[src/sv/prs_pkg.sv]
// ----------------------------------------------------------------------------
// prs_pkg
// Shared types and constants for the power rail sequencer.
// ----------------------------------------------------------------------------
package prs_pkg;

  localparam int unsigned DELAY_W = 16;
  localparam int unsigned CFG_W   = 16;

  typedef enum logic [2:0] {
    ST_OFF      = 3'd0,
    ST_BUCK_ON  = 3'd1,
    ST_SETTLE   = 3'd2,
    ST_ON       = 3'd3,
    ST_BUCK_OFF = 3'd4
  } seq_state_t;

  // transaction mode codes
  localparam logic [1:0] MODE_TICK = 2'd0;
  localparam logic [1:0] MODE_ON   = 2'd1;
  localparam logic [1:0] MODE_OFF  = 2'd2;

  // configuration register indexes
  localparam logic CFG_SETTLE   = 1'b0;
  localparam logic CFG_BUCK_OFF = 1'b1;

  localparam logic [CFG_W-1:0] SETTLE_TICKS_RST   = 16'd50001;
  localparam logic [CFG_W-1:0] BUCK_OFF_TICKS_RST = 16'd50002;

  localparam logic [DELAY_W-1:0] DELAY_MAX = '1;

endpackage

[src/sv/power_rail_sequencer_top.sv]
// ----------------------------------------------------------------------------
// power_rail_sequencer_top
// Five-state buck/receiver power sequencer with latched on/off requests.
// ----------------------------------------------------------------------------
//  channel | handshake                      | payload
//  --------+--------------------------------+-------------------------------
//  input   | in_valid / in_stall            | mode, buck_good
//  output  | out_valid / out_stall          | seq_state, buck_enable, rx_enable
//  config  | cfg_write                      | cfg_index, cfg_data
//
//  One transaction per clock while in_stall is low: the state updates on the
//  accepting edge and the result lands in the output register (the skid if
//  stalled) the same edge. A skid register behind the output register keeps
//  input flowing for one extra transaction while the output is stalled; in_stall is the skid full.
//  Synchronous active-high rst returns to off with both requests cleared and
//  the delay registers at their defaults.
// ----------------------------------------------------------------------------
module power_rail_sequencer_top (
  input  logic                      clk,
  input  logic                      rst,
  input  logic                      in_valid,
  output logic                      in_stall,
  input  logic [1:0]                mode,
  input  logic                      buck_good,
  output logic                      out_valid,
  input  logic                      out_stall,
  output logic [2:0]                seq_state,
  output logic                      buck_enable,
  output logic                      rx_enable,
  input  logic                      cfg_write,
  input  logic                      cfg_index,
  input  logic [prs_pkg::CFG_W-1:0] cfg_data
);
  import prs_pkg::*;

  logic [CFG_W-1:0]   settle_ticks;
  logic [CFG_W-1:0]   buck_off_ticks;

  seq_state_t         seq_code, seq_next;
  logic               on_pending, on_pending_next;
  logic               off_pending, off_pending_next;
  logic [DELAY_W-1:0] delay_count, delay_next;
  logic [DELAY_W-1:0] count_inc;
  logic               settle_done, off_done;
  logic               buck_next, rx_next;

  logic               skid_valid;
  logic [2:0]         skid_state;
  logic               skid_buck, skid_rx;

  logic               in_accept, out_free;

  assign in_stall  = skid_valid;
  assign in_accept = in_valid && !in_stall;
  assign out_free  = !out_valid || !out_stall;

  // configuration registers
  always_ff @(posedge clk) begin
    if (rst) begin
      settle_ticks   <= SETTLE_TICKS_RST;
      buck_off_ticks <= BUCK_OFF_TICKS_RST;
    end else if (cfg_write) begin
      case (cfg_index)
        CFG_SETTLE:   settle_ticks   <= cfg_data;
        CFG_BUCK_OFF: buck_off_ticks <= cfg_data;
        default: ;
      endcase
    end
  end

  // saturating count; a limit of zero ends the wait on the first tick
  assign count_inc   = (delay_count != DELAY_MAX) ? delay_count + 1'b1 : delay_count;
  assign settle_done = count_inc >= settle_ticks;
  assign off_done    = count_inc >= buck_off_ticks;

  // next state
  always_comb begin
    seq_next         = seq_code;
    on_pending_next  = on_pending;
    off_pending_next = off_pending;
    delay_next       = delay_count;
    case (mode)
      MODE_ON: begin
        on_pending_next  = 1'b1;
        off_pending_next = 1'b0;
      end
      MODE_OFF: begin
        on_pending_next  = 1'b0;
        off_pending_next = 1'b1;
      end
      MODE_TICK: begin
        case (seq_code)
          ST_OFF: begin
            if (off_pending) begin
              off_pending_next = 1'b0;
            end else if (on_pending) begin
              on_pending_next = 1'b0;
              seq_next        = ST_BUCK_ON;
            end
          end
          ST_BUCK_ON: begin
            if (off_pending) begin
              off_pending_next = 1'b0;
              seq_next         = ST_BUCK_OFF;
              delay_next       = '0;
            end else if (on_pending) begin
              on_pending_next = 1'b0;
            end else if (buck_good) begin
              seq_next   = ST_SETTLE;
              delay_next = '0;
            end
          end
          ST_SETTLE: begin
            if (off_pending) begin
              off_pending_next = 1'b0;
              seq_next         = ST_BUCK_OFF;
              delay_next       = '0;
            end else if (on_pending) begin
              on_pending_next = 1'b0;
            end else if (settle_done) begin
              seq_next   = ST_ON;
              delay_next = '0;
            end else begin
              delay_next = count_inc;
            end
          end
          ST_ON: begin
            if (off_pending) begin
              off_pending_next = 1'b0;
              seq_next         = ST_BUCK_OFF;
              delay_next       = '0;
            end else if (on_pending) begin
              on_pending_next = 1'b0;
            end
          end
          ST_BUCK_OFF: begin
            if (off_pending) begin
              off_pending_next = 1'b0;
            end else if (on_pending) begin
              on_pending_next = 1'b0;
              seq_next        = ST_SETTLE;
              delay_next      = '0;
            end else if (off_done) begin
              seq_next   = ST_OFF;
              delay_next = '0;
            end else begin
              delay_next = count_inc;
            end
          end
          default: ;
        endcase
      end
      default: ;
    endcase
  end

  // enables are a decode of the state after the step
  always_comb begin
    case (seq_next)
      ST_OFF: begin
        buck_next = 1'b0;
        rx_next   = 1'b0;
      end
      ST_BUCK_ON, ST_BUCK_OFF: begin
        buck_next = 1'b1;
        rx_next   = 1'b0;
      end
      ST_SETTLE, ST_ON: begin
        buck_next = 1'b1;
        rx_next   = 1'b1;
      end
      default: begin
        buck_next = 1'b0;
        rx_next   = 1'b0;
      end
    endcase
  end

  always_ff @(posedge clk) begin
    if (rst) begin
      seq_code    <= ST_OFF;
      on_pending  <= 1'b0;
      off_pending <= 1'b0;
      delay_count <= '0;
    end else if (in_accept) begin
      seq_code    <= seq_next;
      on_pending  <= on_pending_next;
      off_pending <= off_pending_next;
      delay_count <= delay_next;
    end
  end

  // output register plus skid
  always_ff @(posedge clk) begin
    if (rst) begin
      out_valid  <= 1'b0;
      skid_valid <= 1'b0;
    end else if (out_free) begin
      if (skid_valid) begin
        out_valid  <= 1'b1;
        skid_valid <= 1'b0;
      end else begin
        out_valid  <= in_accept;
      end
    end else if (in_accept) begin
      skid_valid <= 1'b1;
    end
  end

  always_ff @(posedge clk) begin
    if (out_free) begin
      if (skid_valid) begin
        seq_state   <= skid_state;
        buck_enable <= skid_buck;
        rx_enable   <= skid_rx;
      end else if (in_accept) begin
        seq_state   <= seq_next;
        buck_enable <= buck_next;
        rx_enable   <= rx_next;
      end
    end else if (in_accept) begin
      skid_state <= seq_next;
      skid_buck  <= buck_next;
      skid_rx    <= rx_next;
    end
  end

  a_skid_behind_out: assert property (@(posedge clk) disable iff (rst)
    skid_valid |-> out_valid)
    else $error("skid holds a result while output register is empty");

  a_pending_exclusive: assert property (@(posedge clk) disable iff (rst)
    !(on_pending && off_pending))
    else $error("on and off requests pending together");

  a_count_in_wait: assert property (@(posedge clk) disable iff (rst)
    (delay_count != '0) |-> (seq_code == ST_SETTLE || seq_code == ST_BUCK_OFF))
    else $error("delay counter nonzero outside a wait state");

  a_stalled_accept_to_skid: assert property (@(posedge clk) disable iff (rst)
    (in_accept && out_valid && out_stall) |=> skid_valid)
    else $error("transaction accepted under stall not captured in skid");

endmodule

[config.mk]
export PLATFORM = sky130hd
export DESIGN_NAME = power_rail_sequencer_top
export DESIGN_NICKNAME = d
export VERILOG_FILES = /design/src/sv/prs_pkg.sv /design/src/sv/power_rail_sequencer_top.sv
export SDC_FILE = /design/constraint.sdc
export NUM_CORES = 1
export LEC_CHECK = 0
export BUFFER_PORTS_ARGS = -buffer_cell sky130_fd_sc_hd__clkbuf_2
export CORE_MARGIN = 5
export CORE_UTILIZATION = 58
export DETAILED_ROUTE_END_ITERATION = 8
export GPL_TIMING_DRIVEN = 0
export PLACE_DENSITY = 0.78
export SETUP_SLACK_MARGIN = 0.02
export SYNTH_ARGS = -nofsm -noshare
export SYNTH_HDL_FRONTEND = slang
export SYNTH_SLANG_ARGS = --single-unit
[constraint.sdc]
create_clock -name clk -period 9.25 [get_ports clk]
set_input_delay 1.3875 -clock clk [delete_from_list [all_inputs] [get_ports clk]]
set_output_delay 1.3875 -clock clk [all_outputs]
set_load 0.005 [all_outputs]
==> results by group, run 1 <==
Clock tree
  – Total number of H-tree levels: 3
  – Clock latency of the later-clocked register in the worst-skew pair: about 0.35 ns
  – Clock sink total: between 60 and 70
  – Root buffer cell: clkbuf_8
  – TritonCTS Buffers: 9
  – Clock transition at the registers of the reported paths: roughly 0.07 ns
  – Number of buffers between clock root and the deepest sink: 2
  – Buffers inserted during post-CTS setup optimization: 0
  – Number of hold-repair buffers added at the cts stage: 0
  – Clock tree from TritonCTS: yes
  – Resized cells post-CTS: 0

Pwr
  – Switching power as a share of total power: 0.284
  – Part of the total power dissipated in the clock network: 0.369
  – Power share of the sequential group: 0.511
  – Net switching power: 0.000169 W
  – Static Leak: about 2 nW
  – Cell internal pwr: between 0.0004 and 0.0005 W
  – Combinational cell fraction of total power: 0.120
  – Power density over the cells: about 130 nW/um^2
  – IR drop worst, VDD: around 0.12 mV

Synth
  – Synth async-reset ratio: 0
  – Commonest cells post-synth: nand2_1 (81), dfxtp_1 (55), inv_1 (46)
  – Synthesized net count: 533
  – Share of Yosys cell area claimed by the top area cell type: 0.275
  – Count leader, synth: nand2_1
  – Flops & latches, synth: 65
  – Cell area after technology mapping: 4000 um^2
  – Count of flip-flops with a built-in enable after synthesis: 10
  – Syn Inst Count: between 400 and 500
  – Number of warnings printed during yosys synthesis: 0
  – Main flop type after synthesis: dfxtp_1
  – Cell taking the most area after synthesis: dfxtp_1
  – Unique cell type count in the Yosys netlist: 60
  – Top cells by area in the synthesized netlist: dfxtp_1 (28%), ha_1 (10%), nand2_1 (7.6%)
  – Average size of a mapped cell: approximately 8.4 um^2
  – Seq/Total Area, Yosys: 0.350

Routing
  – Number of nets with antenna violations after detailed routing: 0
  – Detailed-route vias per instance: ~5.8
  – Number of detailed-route iterations in the first pass: 4
  – DR DRC count: 0
  – Wire length per cell after detailed routing: about 15 um
  – Detailed router's first-iteration violation count: ~160
  – Routed wire length: between 9 and 10 mm
  – Vias: 3462

Placed design
  – Placement Setup Slack: between 5 and 6 ns
  – HPWL after DPL: 6.95 mm
  – RD Place Congestion: roughly 0.93
  – Post-placement cell area: about 4300 um^2
  – Input/output buffers: 31

STA
  – Final slew viol count: 0
  – Setup repair after global routing missed its margin: false
  – Transition time at the pin with the least slew margin: just under 0.7 ns
  – Highest clock rate: about 250 MHz
  – Worst setup margin: 5.26 ns
  – Time the final worst path needs with I/O delays and setup: 3.99 ns
  – TNS Setup: 0 ns
  – Maximum clock skew at final layout: between 0.007 and 0.008 ns
  – Final period utilization: 0.431
  – Count of final hold-check violations: 0
  – Final setup fails: 0
  – Remaining max-slew budget at the tightest pin: 0.543

Setup path
  – CP Max Fanout: 7
  – Endpoint type of the worst setup path: register
  – Arrival @ worst endpoint: between 4 and 5 ns
  – Element type at the critical path start: register
  – Required time worst endpoint: just over 9 ns
  – WS Path Type: reg -> reg

Layout
  – Nets@finish: about 580
  – Number of inserted diodes: 0
  – Area Overhead vs Synth: 10.9%
  – Ratio of cells with drive above 1 in the final layout: 0.161
  – Final non-filler cell area: 4440 um^2
  – Finished Core Util: 0.656

Floorplan
  – Die Footprint: about 8700 um^2
  – X dimension of the die: approximately 93 um
  – Number of I/O pins: 32
  – Die Y-Extent: 93.0 um
  – Core region area: between 6000 and 7000 um^2
  – Number of placement rows: 30
  – Effective utilization at floorplan: 0.592

Global route
  – Wire length of the first global-routing pass: 15.5 mm
  – Number of antenna violations at the first check in global routing: 0
  – Maximum number of pins on one net before global-route repair: 14
  – Total routing resource utilization after global routing: 0.225
  – Vias in the first global route: between 3k and 4k
  – Gr ovfl total: 0

Job
  – Number of maximum-capacitance constraint violations: 0

Status
  – Run status: finished, final reports clean

Min path
  – Worst hold path type: reg -> reg
final cells by class:
cell class,instances,area (um^2)
multi-input combinational,340,2280
fill,582,2320
inverter,46,173
buffer,24,146
sequential,65,1400
timing repair buffer,31,155
tap,80,100
clock buffer,9,124
clock inverter,7,56.3
state kept, by name (all words and copies together), names as in the netlist:
name	flops
skid_state	3
seq_state	3
rx_enable	1
in_stall	1
buck_enable	1
delay_count	16
off_pending	1
seq_code	3
settle_ticks	16
skid_buck	1
out_valid	1
skid_rx	1
on_pending	1
buck_off_ticks	16
path summary, 6_finish.rpt:
path	start	endpoint	slack, ns	depth (start not counted)
setup / recovery	delay_count[0]	seq_state[2]	5.26	14
hold / removal	buck_off_ticks[2]	buck_off_ticks[2]	0.46	2
setup reg to reg	delay_count[0]	seq_state[2]	5.26	14
hold reg to reg	buck_off_ticks[2]	buck_off_ticks[2]	0.46	2
worst max-delay path, stage by stage, from the launching register on:
cell	delay [ns]
dfxtp_1	0.45
ha_1	0.26
nand4_1	0.16
nor4_4	0.35
nor2_1	0.13
and3_1	0.23
xnor2_1	0.22
inv_1	0.10
ha_1	0.33
nand2_1	0.06
o21ai_0	0.26
a41oi_1	0.12
o31ai_2	0.38
o21ai_0	0.33
mux2_2	0.36
per-stage QoR:
| step | hold slack, ns | instances | power, W |
|---|---|---|---|
| after global placement | 0.444 | 586 | 0.000379 |
| after CTS | 0.458 | 602 | 0.000600 |
| final | 0.457 | 602 | 0.000596 |
| after floorplan | 0.436 | 475 | 0.000358 |
| after global routing | 0.473 | 602 | 0.000629 |
| after detailed placement | 0.448 | 586 | 0.000382 |
power groups by stage:
stage          clock [W]  sequential [W]  combinational (W)
4_1_cts         0.000224        0.000305          0.0000713
3_3_place_gp           0        0.000311          0.0000685
2_1_floorplan          0        0.000310          0.0000479
6_report        0.000220        0.000305          0.0000716
3_5_place_dp           0        0.000311          0.0000707
5_1_grt         0.000242        0.000306          0.0000807
cell usage in the layout (no fill, tap or decap), drive strengths merged, types with 3 or more instances in the layout:
cell type and n:
a211o 6, a211oi 9, a21o 4, a21oi 39, and2 3, and4 3
buf 13, clkbuf 51, clkinv 5, dfxtp 55, edfxtp 10, ha 33
inv 47, mux2 3, nand2 81, nand2b 14, nand3 9, nand3b 8
nand4 10, nor2 29, nor2b 5, nor3 10, o211ai 3, o21ai 16
o31ai 3, o32ai 9, or2 4, xnor2 4, xor2 11
routing by layer:
metal / part of all wire / wire length (um) / global-route usage / vias to the layer above
met5: 0 / 0 / 0 / -
met4: 0.020 / 180 / 0.0757 / 0
met3: 0.049 / 443 / 0.0378 / 18
met2: 0.45 / 4030 / 0.349 / 100
met1: 0.49 / 4400 / 0.318 / 1615
li1: - / - / - / 1729
cells by family (layout without fill, tap and decap cells):
group / count (synthesis) / in the layout / synth area share
mux: 5 / 5 / 0.0134
flops: 65 / 65 / 0.350
fa+ha+maj: 33 / 33 / 0.103
simple gates: 183 / 183 / 0.227
compound gates: 104 / 104 / 0.193
buf+inv: 70 / 117 / 0.0798
xor+xnor: 15 / 15 / 0.0328
Note: power is estimated with default switching activity, not from simulation.
==> run 2: changes to the inputs <==
==> constraint.sdc (replaced) <==
create_clock -name clk -period 3.8 [get_ports clk]
set_input_delay 0.57 -clock clk [delete_from_list [all_inputs] [get_ports clk]]
set_output_delay 0.57 -clock clk [all_outputs]
set_load 0.005 [all_outputs]
==> results by group, run 2 (synthesis gave the netlist of run 1 again) <==
Status
  – Run status: finished, final reports clean

Setup path
  – Arrival @ worst endpoint: between 3 and 4 ns
  – Endpoint type of the worst setup path: register
  – WS Path Type: reg -> reg
  – Required time worst endpoint: just under 4 ns
  – CP Max Fanout: 5
  – Number of cells traversed by the worst register-to-register path: 13
  – Element type at the critical path start: register

Floorplan
  – Effective utilization at floorplan: 0.592
  – Number of placement rows: 30
  – Number of I/O pins: 32
  – Die Footprint: slightly below 9000 um^2
  – Core region area: 6760 um^2
  – X dimension of the die: between 90 and 100 um
  – Die Y-Extent: between 90 and 100 um

Routing
  – DR DRC count: 0
  – Routed wire length: ~9.4 mm
  – Detailed router's first-iteration violation count: between 150 and 200
  – Detailed-route vias per instance: roughly 5.7
  – Vias: 3464
  – Number of detailed-route iterations in the first pass: 4
  – Number of nets with antenna violations after detailed routing: 0
  – Wire length per cell after detailed routing: between 15 and 20 um

Global route
  – Wire length of the first global-routing pass: about 16 mm
  – Maximum number of pins on one net before global-route repair: 14
  – Number of antenna violations at the first check in global routing: 0
  – Total routing resource utilization after global routing: 0.227
  – Gr ovfl total: 0
  – Vias in the first global route: 3272

Pwr
  – Power density over the cells: approximately 320 nW/um^2
  – IR drop worst, VDD: 0.284 mV
  – Static Leak: around 2.0 nW

Min path
  – Worst hold path type: in -> reg
  – Number of stages on the worst hold path: 2

Layout
  – Most common library cell in the layout ignoring fill and taps: nand2_1
  – Largest registers: buck_off_ticks (16), delay_count (16), settle_ticks (16)
  – Finished Core Util: 0.670
  – Nets@finish: between 500 and 600
  – Ratio of cells with drive above 1 in the final layout: 0.189
  – Most used cells in the layout excluding fill and tap cells: nand2_1 (81), dfxtp_1 (54), inv_1 (46)
  – Area Overhead vs Synth: 13.2%
  – Number of inserted diodes: 0

Job
  – Number of maximum-capacitance constraint violations: 0

STA
  – Maximum clock skew at final layout: around 0.010 ns
  – Final period utilization: 0.941
  – Transition time at the pin with the least slew margin: 0.723 ns
  – Time the final worst path needs with I/O delays and setup: roughly 3.6 ns
  – Remaining max-slew budget at the tightest pin: 0.518
  – Worst slack on hold paths: around 0.42 ns
  – Final setup fails: 0
  – TNS Setup: 0 ns
  – Final slew viol count: 0
  – Count of final hold-check violations: 0
  – Highest clock rate: between 200 and 300 MHz
  – Setup repair after global routing missed its margin: false

Clock tree
  – Root buffer cell: clkbuf_8
  – Clock latency of the later-clocked register in the worst-skew pair: 0.36 ns
  – Total number of H-tree levels: 3
  – Number of hold-repair buffers added at the cts stage: 0
  – Number of buffers between clock root and the deepest sink: 2
  – TritonCTS Buffers: 9
  – Clock tree from TritonCTS: yes
  – Clock sink total: 65
  – Clock transition at the registers of the reported paths: 0.08 ns

Placed design
  – RD Place Congestion: 0.931
  – HPWL after DPL: about 6.9 mm
  – Input/output buffers: 31
## run 2: final cells by class
cell class | count | area (um^2)
clock inverters | 7 | 56.3
repair buffers | 39 | 215
well taps | 80 | 100
fillers | 565 | 2230
inverters | 46 | 173
clock buffers | 9 | 124
multi-input cells | 340 | 2310
flip-flops and latches | 65 | 1400
plain buffers | 24 | 146
## run 2: worst max-delay path, stage by stage, from the launching register on
cell      delay (ns)
dfxtp_1         0.41
ha_2            0.24
nand4_1         0.16
nor4_4          0.35
buf_4           0.17
buf_4           0.12
xor2_1          0.23
ha_1            0.27
nand2b_1        0.15
a2111o_1        0.40
a21oi_1         0.21
o21a_2          0.20
o21ai_1         0.14
mux2_2          0.29
## run 2: per-stage QoR
stage          instance area, um^2  power (W)  instances  setup slack [ns]
3_5_place_dp                  4260   0.000930        586            -0.117
5_1_grt                       4530    0.00153        610            0.0127
6_report                      4530    0.00146        610             0.225
3_3_place_gp                  4260   0.000923        586           -0.0688
2_1_floorplan                 4000   0.000872        475             0.529
4_1_cts                       4480    0.00146        608            0.0403
## run 2: final timing paths
check,startpoint,end,slack (ns)
setup / recovery,delay_count[1],seq_state[0],0.22
setup reg to reg,delay_count[1],seq_state[0],0.22
hold reg to reg,buck_off_ticks[2],buck_off_ticks[2],0.46
hold / removal,cfg_data[4],settle_ticks[4],0.42
## run 2: metal layers
metal  vias up  global-route usage  routed length [um]
met5         -                   0                   0
met4         0              0.0733                 112
met3        11              0.0386                 442
met2        87               0.355                4290
met1      1619               0.319                4510
li1       1747                   -                   -
## run 2: repair_timing
| action | 4_1_cts | 5_1_grt |
|---|---|---|
| setup endpoints to repair | 12 | 24 |
| pin swaps | 2 | 2 |
| gates resized for setup | 1 | 10 |
| setup buffers | 6 | 2 |
## run 2: power by group
| part | internal (W) | switching (W) |
|---|---|---|
| Combinational | 0.0000716 | 0.000106 |
| Sequential | 0.000728 | 0.0000136 |
| Clock | 0.000241 | 0.000298 |
| Total | 0.00104 | 0.000417 |
